File: src/sv/psd_pkg.sv
`default_nettype none
package psd_pkg;

	// Default number of directory slots
	localparam int SLOT_COUNT_DEF = 16;

	// Field widths
	localparam int PAGE_W   = 32;
	localparam int STATUS_W = 3;
	localparam int SLOT_W   = 4;

	// Request operations
	typedef enum logic {
		OP_GET    = 1'b0,
		OP_REMOVE = 1'b1
	} op_t;

	// Result status codes
	typedef enum logic [STATUS_W-1:0] {
		ST_HIT     = 3'd0,
		ST_LOAD    = 3'd1,
		ST_FULL    = 3'd2,
		ST_REMOVED = 3'd3,
		ST_ABSENT  = 3'd4
	} status_t;

	// Controller states
	typedef enum logic {
		S_IDLE    = 1'b0,
		S_RESOLVE = 1'b1
	} state_t;

	// Commands from controller to datapath
	typedef struct packed {
		logic capture;
		logic resolve;
	} psd_cmd_t;

endpackage
`default_nettype wire

File: src/sv/psd_ctrl.sv
`default_nettype none
module psd_ctrl (
	input  wire logic              clk,
	input  wire logic              arst_n,
	input  wire logic              start,
	output logic                   busy,
	output psd_pkg::psd_cmd_t      cmd
);
	import psd_pkg::*;

	state_t state_q;
	state_t state_next;

	// Hold the current state
	always_ff @(posedge clk or negedge arst_n) begin
		if (!arst_n) begin
			state_q <= S_IDLE;
		end else begin
			state_q <= state_next;
		end
	end

	// Advance: accept in idle, resolve, then return to idle
	always_comb begin
		state_next = state_q;
		case (state_q)
			S_IDLE: begin
				if (start) begin
					state_next = S_RESOLVE;
				end
			end
			S_RESOLVE: begin
				state_next = S_IDLE;
			end
			default: begin
				state_next = S_IDLE;
			end
		endcase
	end

	// Drive commands and busy from the state and start
	always_comb begin
		busy        = 1'b0;
		cmd.capture = 1'b0;
		cmd.resolve = 1'b0;
		case (state_q)
			S_IDLE: begin
				cmd.capture = start;
			end
			S_RESOLVE: begin
				busy        = 1'b1;
				cmd.resolve = 1'b1;
			end
			default: begin
				busy = 1'b0;
			end
		endcase
	end

endmodule
`default_nettype wire

File: src/sv/psd_datapath.sv
`default_nettype none
module psd_datapath #(
	parameter int SLOT_COUNT = psd_pkg::SLOT_COUNT_DEF
) (
	input  wire logic                          clk,
	input  wire logic                          arst_n,
	input  wire psd_pkg::psd_cmd_t             cmd,
	input  wire logic                          operation,
	input  wire logic [psd_pkg::PAGE_W-1:0]    page_id,
	output logic                               done,
	output logic [psd_pkg::STATUS_W-1:0]       status,
	output logic [psd_pkg::SLOT_W-1:0]         slot
);
	import psd_pkg::*;

	localparam int IDX_W = (SLOT_COUNT > 1) ? $clog2(SLOT_COUNT) : 1;

	// Directory storage
	logic [SLOT_COUNT-1:0]  valid_q;
	logic [PAGE_W-1:0]      page_q [SLOT_COUNT];

	// Compare stage
	logic                   op_s1;
	logic [PAGE_W-1:0]      page_s1;
	logic [SLOT_COUNT-1:0]  match_s1;
	logic [SLOT_COUNT-1:0]  free_s1;

	// Select results
	logic                   hit_any;
	logic [IDX_W-1:0]       hit_idx;
	logic                   free_any;
	logic [IDX_W-1:0]       free_idx;
	logic                   alloc;
	logic                   drop;
	status_t                status_d;
	logic [IDX_W-1:0]       slot_idx_d;
	logic                   slot_none_d;

	// Output registers
	logic                   done_q;
	logic [STATUS_W-1:0]    status_q;
	logic [SLOT_W-1:0]      slot_q;

	// Capture request and compare against every slot in parallel
	always_ff @(posedge clk) begin
		if (cmd.capture) begin
			op_s1   <= operation;
			page_s1 <= page_id;
			for (int k = 0; k < SLOT_COUNT; k++) begin
				match_s1[k] <= valid_q[k] && (page_q[k] == page_id);
				free_s1[k]  <= !valid_q[k];
			end
		end
	end

	// Pick the lowest matching and the lowest free slot
	always_comb begin
		hit_any  = 1'b0;
		hit_idx  = '0;
		free_any = 1'b0;
		free_idx = '0;
		for (int k = SLOT_COUNT - 1; k >= 0; k--) begin
			if (match_s1[k]) begin
				hit_any = 1'b1;
				hit_idx = IDX_W'(k);
			end
			if (free_s1[k]) begin
				free_any = 1'b1;
				free_idx = IDX_W'(k);
			end
		end
	end

	// Decide the outcome of the transaction
	always_comb begin
		alloc       = 1'b0;
		drop        = 1'b0;
		status_d    = ST_ABSENT;
		slot_idx_d  = '0;
		slot_none_d = 1'b1;
		if (op_s1 == OP_GET) begin
			if (hit_any) begin
				status_d    = ST_HIT;
				slot_idx_d  = hit_idx;
				slot_none_d = 1'b0;
			end else if (free_any) begin
				alloc       = 1'b1;
				status_d    = ST_LOAD;
				slot_idx_d  = free_idx;
				slot_none_d = 1'b0;
			end else begin
				status_d = ST_FULL;
			end
		end else begin
			if (hit_any) begin
				drop        = 1'b1;
				status_d    = ST_REMOVED;
				slot_idx_d  = hit_idx;
				slot_none_d = 1'b0;
			end else begin
				status_d = ST_ABSENT;
			end
		end
	end

	// Update valid marks on allocate or remove
	always_ff @(posedge clk or negedge arst_n) begin
		if (!arst_n) begin
			valid_q <= '0;
		end else if (cmd.resolve) begin
			if (alloc) begin
				valid_q[free_idx] <= 1'b1;
			end else if (drop) begin
				valid_q[hit_idx] <= 1'b0;
			end
		end
	end

	// Record the page number in a newly claimed slot
	always_ff @(posedge clk) begin
		if (cmd.resolve && alloc) begin
			page_q[free_idx] <= page_s1;
		end
	end

	// Strobe the result for one cycle
	always_ff @(posedge clk or negedge arst_n) begin
		if (!arst_n) begin
			done_q <= 1'b0;
		end else begin
			done_q <= cmd.resolve;
		end
	end

	// Hold the result payload
	always_ff @(posedge clk) begin
		if (cmd.resolve) begin
			status_q <= status_d;
			slot_q   <= slot_none_d ? '0 : SLOT_W'(slot_idx_d);
		end
	end

	assign done   = done_q;
	assign status = status_q;
	assign slot   = slot_q;

endmodule
`default_nettype wire

File: src/sv/page_slot_directory_top.sv
`default_nettype none
// Fully associative page directory. Pulse start with operation (get or
// remove) and page_id while busy is low; the request is taken at that edge.
// On acceptance page_id is compared against every slot and the matches
// are registered; in the resolve state the lowest matching or lowest free
// slot is picked and the valid marks are updated. The result is registered
// on status and slot, marked by done for exactly one cycle, and must be
// taken then: it is not held back. A new request may be started in the cycle
// that done is high; none is taken while the last is resolved. The valid
// marks clear on reset; slot is zero when status is pool full or not present.
module page_slot_directory_top #(
	parameter int SLOT_COUNT = psd_pkg::SLOT_COUNT_DEF
) (
	input  wire logic                          clk,
	input  wire logic                          arst_n,
	input  wire logic                          start,
	output logic                               busy,
	input  wire logic                          operation,
	input  wire logic [psd_pkg::PAGE_W-1:0]    page_id,
	output logic                               done,
	output logic [psd_pkg::STATUS_W-1:0]       status,
	output logic [psd_pkg::SLOT_W-1:0]         slot
);
	import psd_pkg::*;

	psd_cmd_t cmd;

	psd_ctrl u_ctrl (
		.clk    (clk),
		.arst_n (arst_n),
		.start  (start),
		.busy   (busy),
		.cmd    (cmd)
	);

	psd_datapath #(
		.SLOT_COUNT (SLOT_COUNT)
	) u_datapath (
		.clk       (clk),
		.arst_n    (arst_n),
		.cmd       (cmd),
		.operation (operation),
		.page_id   (page_id),
		.done      (done),
		.status    (status),
		.slot      (slot)
	);

	// An accepted transaction raises done after the resolve state and the done register
	a_accept_done: assert property (@(posedge clk) disable iff (!arst_n)
		(start && !busy) |-> ##2 done)
		else $error("result strobe missing after accept");

	// Busy follows acceptance
	a_accept_busy: assert property (@(posedge clk) disable iff (!arst_n)
		(start && !busy) |=> busy)
		else $error("busy not raised after accept");

	// The result is delivered only once the block is idle again
	a_done_idle: assert property (@(posedge clk) disable iff (!arst_n)
		done |-> !busy)
		else $error("result strobe while busy");

	// No slot is reported when none was found or free
	a_none_zero: assert property (@(posedge clk) disable iff (!arst_n)
		(done && (status == ST_FULL || status == ST_ABSENT)) |-> (slot == '0))
		else $error("nonzero slot with full or absent status");

endmodule
`default_nettype wire

File: config.mk
export PLATFORM = sky130hd
export DESIGN_NAME = page_slot_directory_top
export DESIGN_NICKNAME = d
export VERILOG_FILES = /design/src/sv/psd_pkg.sv /design/src/sv/psd_ctrl.sv /design/src/sv/psd_datapath.sv /design/src/sv/page_slot_directory_top.sv
export SDC_FILE = /design/constraint.sdc
export NUM_CORES = 1
export LEC_CHECK = 0
export ABC_CLOCK_PERIOD_IN_PS = 11050
export CAP_MARGIN = 15
export CORE_ASPECT_RATIO = 0.5
export CORE_MARGIN = 2
export CORE_UTILIZATION = 35
export DETAILED_ROUTE_END_ITERATION = 12
export DONT_BUFFER_PORTS = 1
export PLACE_DENSITY = 0.47
export SYNTH_ARGS = -nofsm -noshare
export SYNTH_HDL_FRONTEND = slang
export SYNTH_SLANG_ARGS = --single-unit
File: constraint.sdc
create_clock -name clk -period 11.05 [get_ports clk]
set_input_delay 3.315 -clock clk [delete_from_list [all_inputs] [get_ports clk]]
set_output_delay 3.315 -clock clk [all_outputs]
set_load 0.1 [all_outputs]
==> metrics.cfg, run 1 <==
[cts]
cts_buffer_depth=3
cts-root-buf=clkbuf_16
cts_hold_buf=0
h-tree-depth=2
cts.sinks=602
path_clk_slew_ns=0.06
post_cts_resized=0
cts_tree=yes
insertion_delay_ns=0.64
postCtsSetupRepairBufs=0
cts_buffers=56

[synth]
synth_edf_count=584
synthFlopType=edfxtp_1
syn_area_um2=24700
syn_area_per_cell_um2=16.20
synth_top_area_share=0.7099
synth.most_common_cell=edfxtp_1
synth-async-reset-ratio=0.02990
synth_warnings=0
synth_common_cells=edfxtp_1 (584), xnor2_1 (405), nand4_1 (106)
netlist_instances=1525
yosysSeqAreaShare=0.7281
synth_seq_cells=602
ys_top_cells_by_area=edfxtp_1 (71%), xnor2_1 (14%), xor2_1 (3.6%), nand4_1 (2.7%), dfrtp_1 (1.8%)
yosysTopAreaCell=edfxtp_1
yosysUniqueCellTypes=45
syn_nets=1561

[global_route]
grt_pass1_vias=13260
grt_pass1_wl_um=114900
grt.overflow.total=0
grt_max_degree=50
antenna_found_initial=9
track_usage=0.2347

[finish]
final_cells=2538
synthToLayoutAreaGrowth_pct=12.65
design_area_um2=27830
drive_gt1_frac=0.08040
fin_nets=1582

[sta]
period_share=0.4757
finalSetupViolCount=0
rsz0062_at_grt=false
min_period_ns=5.256
fmax_mhz=190.3
worst_pin_slew_ns=1.238
hold_slack_ns=0.5930
fin_ws_ns=5.794
drv_slew=0
hold_viol=0
fin_skew_ns=0.02168
setup_tns_ns=0
relSlewSlack=0.1748

[min_path]
worstHoldStart=u_datapath.valid_q[0]$_DFFE_PN0P_
min_to=u_datapath.free_s1[0]$_DFFE_PP_
hp-class=flip-flop to flip-flop
hold_depth=1

[floorplan]
die_w_um=379.7
ios=45
core_um2=69430
fp.dieH_um=191.9
die_area_um2=72860
num_rows=68
start_util=0.3558

[critical_path]
path_max_fanout=17
crit_required_ns=11.44
path_cells=xor2_1 > nor4_1 > nand4_1 > or4_1 > nor4_1
crit_start=page_id[4]
cpMostUsedCell=nor4_1
start_kind=input pin
end_kind=flip-flop
slowest_delay_ns=0.73
regToRegStartpoint=u_datapath.match_s1[8]$_DFFE_PP_
worst_path_max_delay_cell=nor4_1
r2r.worst_path.cells=7
rrSetupSlack_ns=7.15
worst-setup-path-type=input pin to flip-flop
r2r_end=u_datapath.page_q[10][16]$_DFFE_PP_
arrival_ns=5.64

[pwr]
leakage_nw=8.200
vdd_ir_drop_max_mv=0.1128
powerDensity_nw_per_um2=169.3

[route]
vias=13650
dr.first_iter.drc_count=1569
drt-wirelength-per-cell_um=33.70
drc=0
drt-total-wl_um=85540
via_per_inst=5.377
drt_pass1_iterations=5
antenna_left=0

[place]
dpl.cell_count=2431
place.gp.congestion=0.8429
dpl_cell_area_um2=25980
dpl.hpwl_um=53330
port_buffers=0
dp_slack_ns=5.220

[status]
status=finished, final reports clean

[run]
cap_violations=0

## stage by stage
stage,total power [W],utilization
after floorplan,0.002729,-
after global placement,0.002771,0.3734
after detailed placement,0.002774,0.3742
after CTS,0.004752,0.4003
after global routing,0.004844,0.4008
final,0.004712,0.4008
## power breakdown
part           switching, W  total [W]  internal, W
combinational     0.0000763   0.000145    0.0000689
sequential        0.0000645    0.00258      0.00252
clock              0.000888    0.00199      0.00110
total               0.00103    0.00471      0.00368
## area by class of cell
class	count	area (um^2)
timing repair buffer	29	272.8
clock inverter	28	305.3
sequential	602	17990
tap	945	1182
multi-input combinational	825	6451
clock buffer	76	1508
antenna	1	2.502
inverter	32	120.1
fill	6356	41600
## worst max path at each step
| stage | endpoint | slack [ns] | cells past startpoint |
|---|---|---|---|
| 6_report | u_datapath.match_s1[0]$_DFFE_PP_ | 5.79 | 5 |
| 5_1_grt | u_datapath.match_s1[0]$_DFFE_PP_ | 5.75 | 5 |
| 4_1_cts | u_datapath.match_s1[11]$_DFFE_PP_ | 5.89 | 5 |
| 3_5_place_dp | u_datapath.match_s1[11]$_DFFE_PP_ | 5.22 | 5 |
| 3_3_place_gp | u_datapath.match_s1[0]$_DFFE_PP_ | 5.22 | 5 |
| 2_1_floorplan | u_datapath.free_s1[0]$_DFFE_PP_ | 4.36 | 1 |
## sequential cells by signal, indices dropped and copies added, names as in the netlist
register and flops:
u_datapath.match_s1 16, u_datapath.op_s1 1, u_datapath.page_s1 32, u_ctrl.state_q 1, u_datapath.valid_q 16, u_datapath.free_s1 16
u_datapath.status 3, u_datapath.slot 4, u_datapath.page_q 512, u_datapath.done 1
## routing by layer
metal	vias to the layer above	routed length (um)	global-route usage
met4	4	1940	0.06166
li1	5675	-	-
met1	7245	38800	0.3421
met5	-	22	0
met2	624	36040	0.3408
met3	98	8743	0.06844
## logic make-up (layout without fill, tap and decap cells)
kind of cell           count (synthesis)  after routing  share of synthesized area
AND/OR/NAND/NOR                      272            272                    0.06331
other                                  0              1                          0
AO/OA/AOI/OAI                         47             47                    0.01302
flip-flops                           602            602                     0.7281
XOR/XNOR                             506            506                     0.1794
buffers and inverters                 98            165                    0.01621
## worst max-delay path: cells and delay by family
family	cells	cell delay [ns]
simple gates	4	2.12
xor+xnor	1	0.19
## cell usage in the layout, fill, tap and decap left out, drive strengths merged, types with 2 or more instances in the layout
cell type	instances
clkinv	20
inv	34
nand4	106
edfxtp	584
xnor2	405
o31ai	2
o22ai	18
nor2	36
nor3b	3
nand2	16
dfrtp	18
or3	2
nor4	64
bufinv	6
nand2b	2
or4	3
o21ai	8
xor2	101
nand3	20
a21oi	5
a221oi	3
clkbuf	76
buf	29
nor2b	2
nor3	15
Power figures use the tool's default switching activity.
==> run 2, diff against run 1 <==
- ABC_CLOCK_PERIOD_IN_PS: 11050 -> 4300
- PLACE_DENSITY: 0.47 -> 0.49
- clock period: 11.05 -> 4.3 ns (I/O delays scaled with it)
==> run 2 against run 1 <==
Die area did not move. Utilization grew 0.29 points. Count of clock-buffer cells in the layout down 4. Worst hold slack lost 0.24 ns. Sequential share of layout area down 0.46 points. Critical path type is now flip-flop to flip-flop.
==> metrics.cfg, run 2 (synthesis results as in run 1) <==
[status]
status=finished, final reports clean

[finish]
mostFrequentLayoutCell=edfxtp_1
top_register=u_datapath.page_q
largest_reg_flops=512
top_regs=u_datapath.page_q (512), u_datapath.page_s1 (32)
fin_nets=1599
drive_gt1_frac=0.09565
final_cell_mix=edfxtp_1 (584), xnor2_1 (405), nand4_1 (106)
synthToLayoutAreaGrowth_pct=13.46

[cts]
cts_hold_buf=0
cts-root-buf=clkbuf_16
postCtsSetupRepairBufs=0
cts_tree=yes
cts_buffers=56
insertion_delay_ns=0.66
cts.sinks=602
post_cts_resized=0
cts_buffer_depth=3
h-tree-depth=2
path_clk_slew_ns=0.07

[pwr]
vdd_ir_drop_max_mv=0.2993
powerDensity_nw_per_um2=426.7
leakage_nw=8.298

[global_route]
grt_max_degree=49
antenna_found_initial=14
grt_pass1_vias=13260
grt.overflow.total=0
track_usage=0.2236
grt_pass1_wl_um=110300

[critical_path]
path_max_fanout=24
rrSetupSlack_ns=0.65
arrival_ns=4.01
end_kind=flip-flop
r2r_end=u_datapath.page_q[2][2]$_DFFE_PP_
r2r.worst_path.cells=6
crit_required_ns=4.66
start_kind=flip-flop
regToRegStartpoint=u_datapath.match_s1[3]$_DFFE_PP_
worst-setup-path-type=flip-flop to flip-flop

[sta]
drv_slew=0
finalSetupViolCount=0
worst_pin_slew_ns=1.230
relSlewSlack=0.1801
rsz0062_at_grt=false
setup_tns_ns=0
fmax_mhz=274.1
fin_skew_ns=0.04812
hold_slack_ns=0.3543
hold_viol=0
period_share=0.8486
min_period_ns=3.649

[floorplan]
die_area_um2=72860
ios=45
fp.dieH_um=191.9
core_um2=69430
die_w_um=379.7
start_util=0.3558
num_rows=68

[route]
via_per_inst=5.321
drt_pass1_iterations=5
drc=0
dr.first_iter.drc_count=1638
drt-total-wl_um=81750
vias=13610
antenna_left=0
drt-wirelength-per-cell_um=31.97

[place]
place.gp.congestion=0.8705
dpl.hpwl_um=48860
port_buffers=0

[min_path]
hp-class=input pin to async pin

[run]
cap_violations=0

## run 2: worst max path at each step
stage                                           from                            endpoint  slack, ns  depth (start not counted)
floorplan                   u_ctrl.state_q$_DFF_PN0_  u_datapath.page_q[13][0]$_DFFE_PP_       0.72                          3
detailed placement  u_datapath.match_s1[3]$_DFFE_PP_  u_datapath.page_q[5][12]$_DFFE_PP_       0.71                          5
global route        u_datapath.match_s1[3]$_DFFE_PP_   u_datapath.page_q[2][2]$_DFFE_PP_       0.34                          6
finish              u_datapath.match_s1[3]$_DFFE_PP_   u_datapath.page_q[2][2]$_DFFE_PP_       0.65                          6
global placement    u_datapath.match_s1[3]$_DFFE_PP_   u_datapath.page_q[2][9]$_DFFE_PP_       0.78                          6
CTS                 u_datapath.match_s1[3]$_DFFE_PP_   u_datapath.page_q[2][2]$_DFFE_PP_       0.70                          6
## run 2: worst max-delay path: stages (launching register included)
cell	delay, ns
edfxtp_1	0.57
nor4_1	0.66
nand3_2	0.28
nor3b_4	0.33
nand2_1	0.42
nor2_4	0.74
buf_4	0.32
## run 2: layout make-up
class / count / area [um^2]
fillers: 6316 / 41400
flip-flops and latches: 602 / 17990
multi-input cells: 825 / 6470
clock buffers: 72 / 1544
well taps: 945 / 1182
repair buffers: 46 / 465.4
clock inverters: 33 / 256.5
inverters: 32 / 120.1
diodes: 2 / 5.005
## run 2: power by group
| group | switching [W] | leakage, nW | internal, W |
|---|---|---|---|
| sequential | 0.000145 | 5.49 | 0.00646 |
| combinational | 0.000204 | 1.92 | 0.000183 |
| clock | 0.00229 | 0.882 | 0.00267 |
| total | 0.00264 | 8.30 | 0.00932 |
## run 2: routing by layer
layer | global-route usage | routed length [um] | share of wire | up-vias
met5 | 0.006614 | 111 | 0.0014 | -
met4 | 0.06212 | 1934 | 0.024 | 8
met3 | 0.06167 | 7836 | 0.096 | 113
met2 | 0.3381 | 35550 | 0.43 | 588
met1 | 0.3153 | 36320 | 0.44 | 7188
li1 | - | - | - | 5708
## run 2: through the flow
step,worst slack (ns),cell area [um^2],utilization,std cells,power (W)
after floorplan,0.7215,24710,-,1525,0.007011
after global placement,0.7764,26120,0.3762,2445,0.007115
after detailed placement,0.7094,26120,0.3763,2446,0.007113
after CTS,0.6996,27920,0.4022,2551,0.01202
after global routing,0.3439,28030,0.4037,2555,0.01229
final,0.6512,28030,0.4037,2557,0.01196
==> run 3, diff against run 2 <==
- ABC_CLOCK_PERIOD_IN_PS: 4300 -> 3800
- PLACE_DENSITY: 0.49 -> 0.47
- clock period: 4.3 -> 3.8 ns (I/O delays scaled with it)
==> run 3 against run 2 <==
Clock power increased by 11%. Maximum frequency up 15%. Register-to-register slack worse by 0.02 ns. Critical path depth grew 1. Critical endpoint is now u_datapath.page_q[2][19]$_DFFE_PP_. Largest power group unchanged. Highest routed layer is now met4.
==> metrics.cfg, run 3 (synthesis results as in run 1) <==
[route]
drt_pass1_iterations=6
drc=0
antenna_left=0
dr.first_iter.drc_count=1782
drt-wirelength-per-cell_um=32.66
drt-total-wl_um=83830
via_per_inst=5.375
vias=13800

[floorplan]
num_rows=68
core_um2=69430
die_area_um2=72860
start_util=0.3558
ios=45
fp.dieH_um=191.9
die_w_um=379.7

[global_route]
grt_busiest_layer=met2
met2_usage=0.3506
antenna_found_initial=10
grt_util_met1=0.3453
track_usage=0.2305
grt_pass1_wl_um=113900
grt_pass1_vias=13440
grt_use_met3=0.04372
grt.overflow.total=0
grt_max_degree=33

[cts]
cts_tree=yes
cts-root-buf=clkbuf_16
insertion_delay_ns=0.65
path_clk_slew_ns=0.07
cts.sinks=602
cts_hold_buf=0
cts_buffers=55
post_cts_resized=0
postCtsSetupRepairBufs=0
cts_buffer_depth=3
h-tree-depth=2

[sta]
rsz0062_at_grt=false
worst_pin_slew_ns=1.217
min_period_ns=3.170
hold_viol=0
drv_slew=0
setup_tns_ns=0
finalSetupViolCount=0
fin_skew_ns=0.03947
period_share=0.8342
relSlewSlack=0.1887
fmax_mhz=315.5

[critical_path]
path_max_fanout=32
crit_required_ns=4.09
arrival_ns=3.46
r2r.worst_path.cells=7
start_kind=flip-flop
end_kind=flip-flop
worst-setup-path-type=flip-flop to flip-flop

[finish]
top_regs=u_datapath.page_q (512), u_datapath.page_s1 (32)
fin_nets=1613
top_register=u_datapath.page_q
drive_gt1_frac=0.1018
mostFrequentLayoutCell=edfxtp_1
final_cells=2567
largest_reg_flops=512
final_cell_mix=edfxtp_1 (584), xnor2_1 (405), nand4_1 (106)
synthToLayoutAreaGrowth_pct=13.70

[pwr]
vdd_ir_drop_max_mv=0.2745
powerDensity_nw_per_um2=478.8
leakage_nw=8.338

[place]
port_buffers=0
place.gp.congestion=0.8495
dpl.cell_count=2464
dpl.hpwl_um=50490

[run]
cap_violations=0

[min_path]
hp-class=input pin to async pin

[status]
status=finished, final reports clean

-- run 3: area by class of cell --
class	instances	area, um^2
Antenna cell	1	2.502
Clock buffer	73	1546
Clock inverter	28	201.4
Fill cell	6329	41340
Inverter	32	120.1
Multi-Input combinational cell	825	6470
Sequential cell	602	17990
Tap cell	945	1182
Timing Repair Buffer	61	580.6
-- run 3: routing by layer --
| layer | part of all wire | up-vias |
|---|---|---|
| met5 | 0 | - |
| met4 | 0.014 | 0 |
| met3 | 0.079 | 83 |
| met2 | 0.44 | 592 |
| met1 | 0.47 | 7393 |
| li1 | - | 5729 |
-- run 3: final timing paths --
check	to	start	slack (ns)
min in group clk	u_datapath.page_s1[11]$_DFFE_PP_	page_id[11]	0.58
min	u_datapath.valid_q[2]$_DFFE_PN0P_	arst_n	0.21
max reg2reg	u_datapath.page_q[2][19]$_DFFE_PP_	u_datapath.match_s1[11]$_DFFE_PP_	0.63
min reg2reg	u_datapath.free_s1[9]$_DFFE_PP_	u_datapath.valid_q[9]$_DFFE_PN0P_	0.61
max	u_datapath.page_q[2][19]$_DFFE_PP_	u_datapath.match_s1[11]$_DFFE_PP_	0.63
max in group asynchronous	u_datapath.done$_DFF_PN0_	arst_n	3.51
-- run 3: power by group --
group          internal (W)  total, W  switching, W
Combinational      0.000213  0.000466      0.000253
Sequential          0.00731   0.00747      0.000152
Clock               0.00294   0.00552       0.00258
-- run 3: worst max-delay path: stages, from the launching register on --
cell	delay (ns)
edfxtp_1	0.44
or4_4	0.56
nor2b_2	0.17
nand3_2	0.15
nor3b_4	0.33
nand2_1	0.46
nor2_4	0.27
buf_4	0.42
-- run 3: metrics by stage --
step,total power [W],hold slack (ns),cell area (um^2),setup slack (ns),util
after floorplan,0.007933,0.4880,24710,0.2215,-
after global placement,0.008066,0.5870,26260,0.4878,0.3782
after detailed placement,0.008073,0.5779,26310,0.5204,0.3790
after CTS,0.01354,0.1703,28060,0.6741,0.4042
after global routing,0.01385,0.1729,28090,0.4376,0.4046
final,0.01345,0.2069,28090,0.6301,0.4046
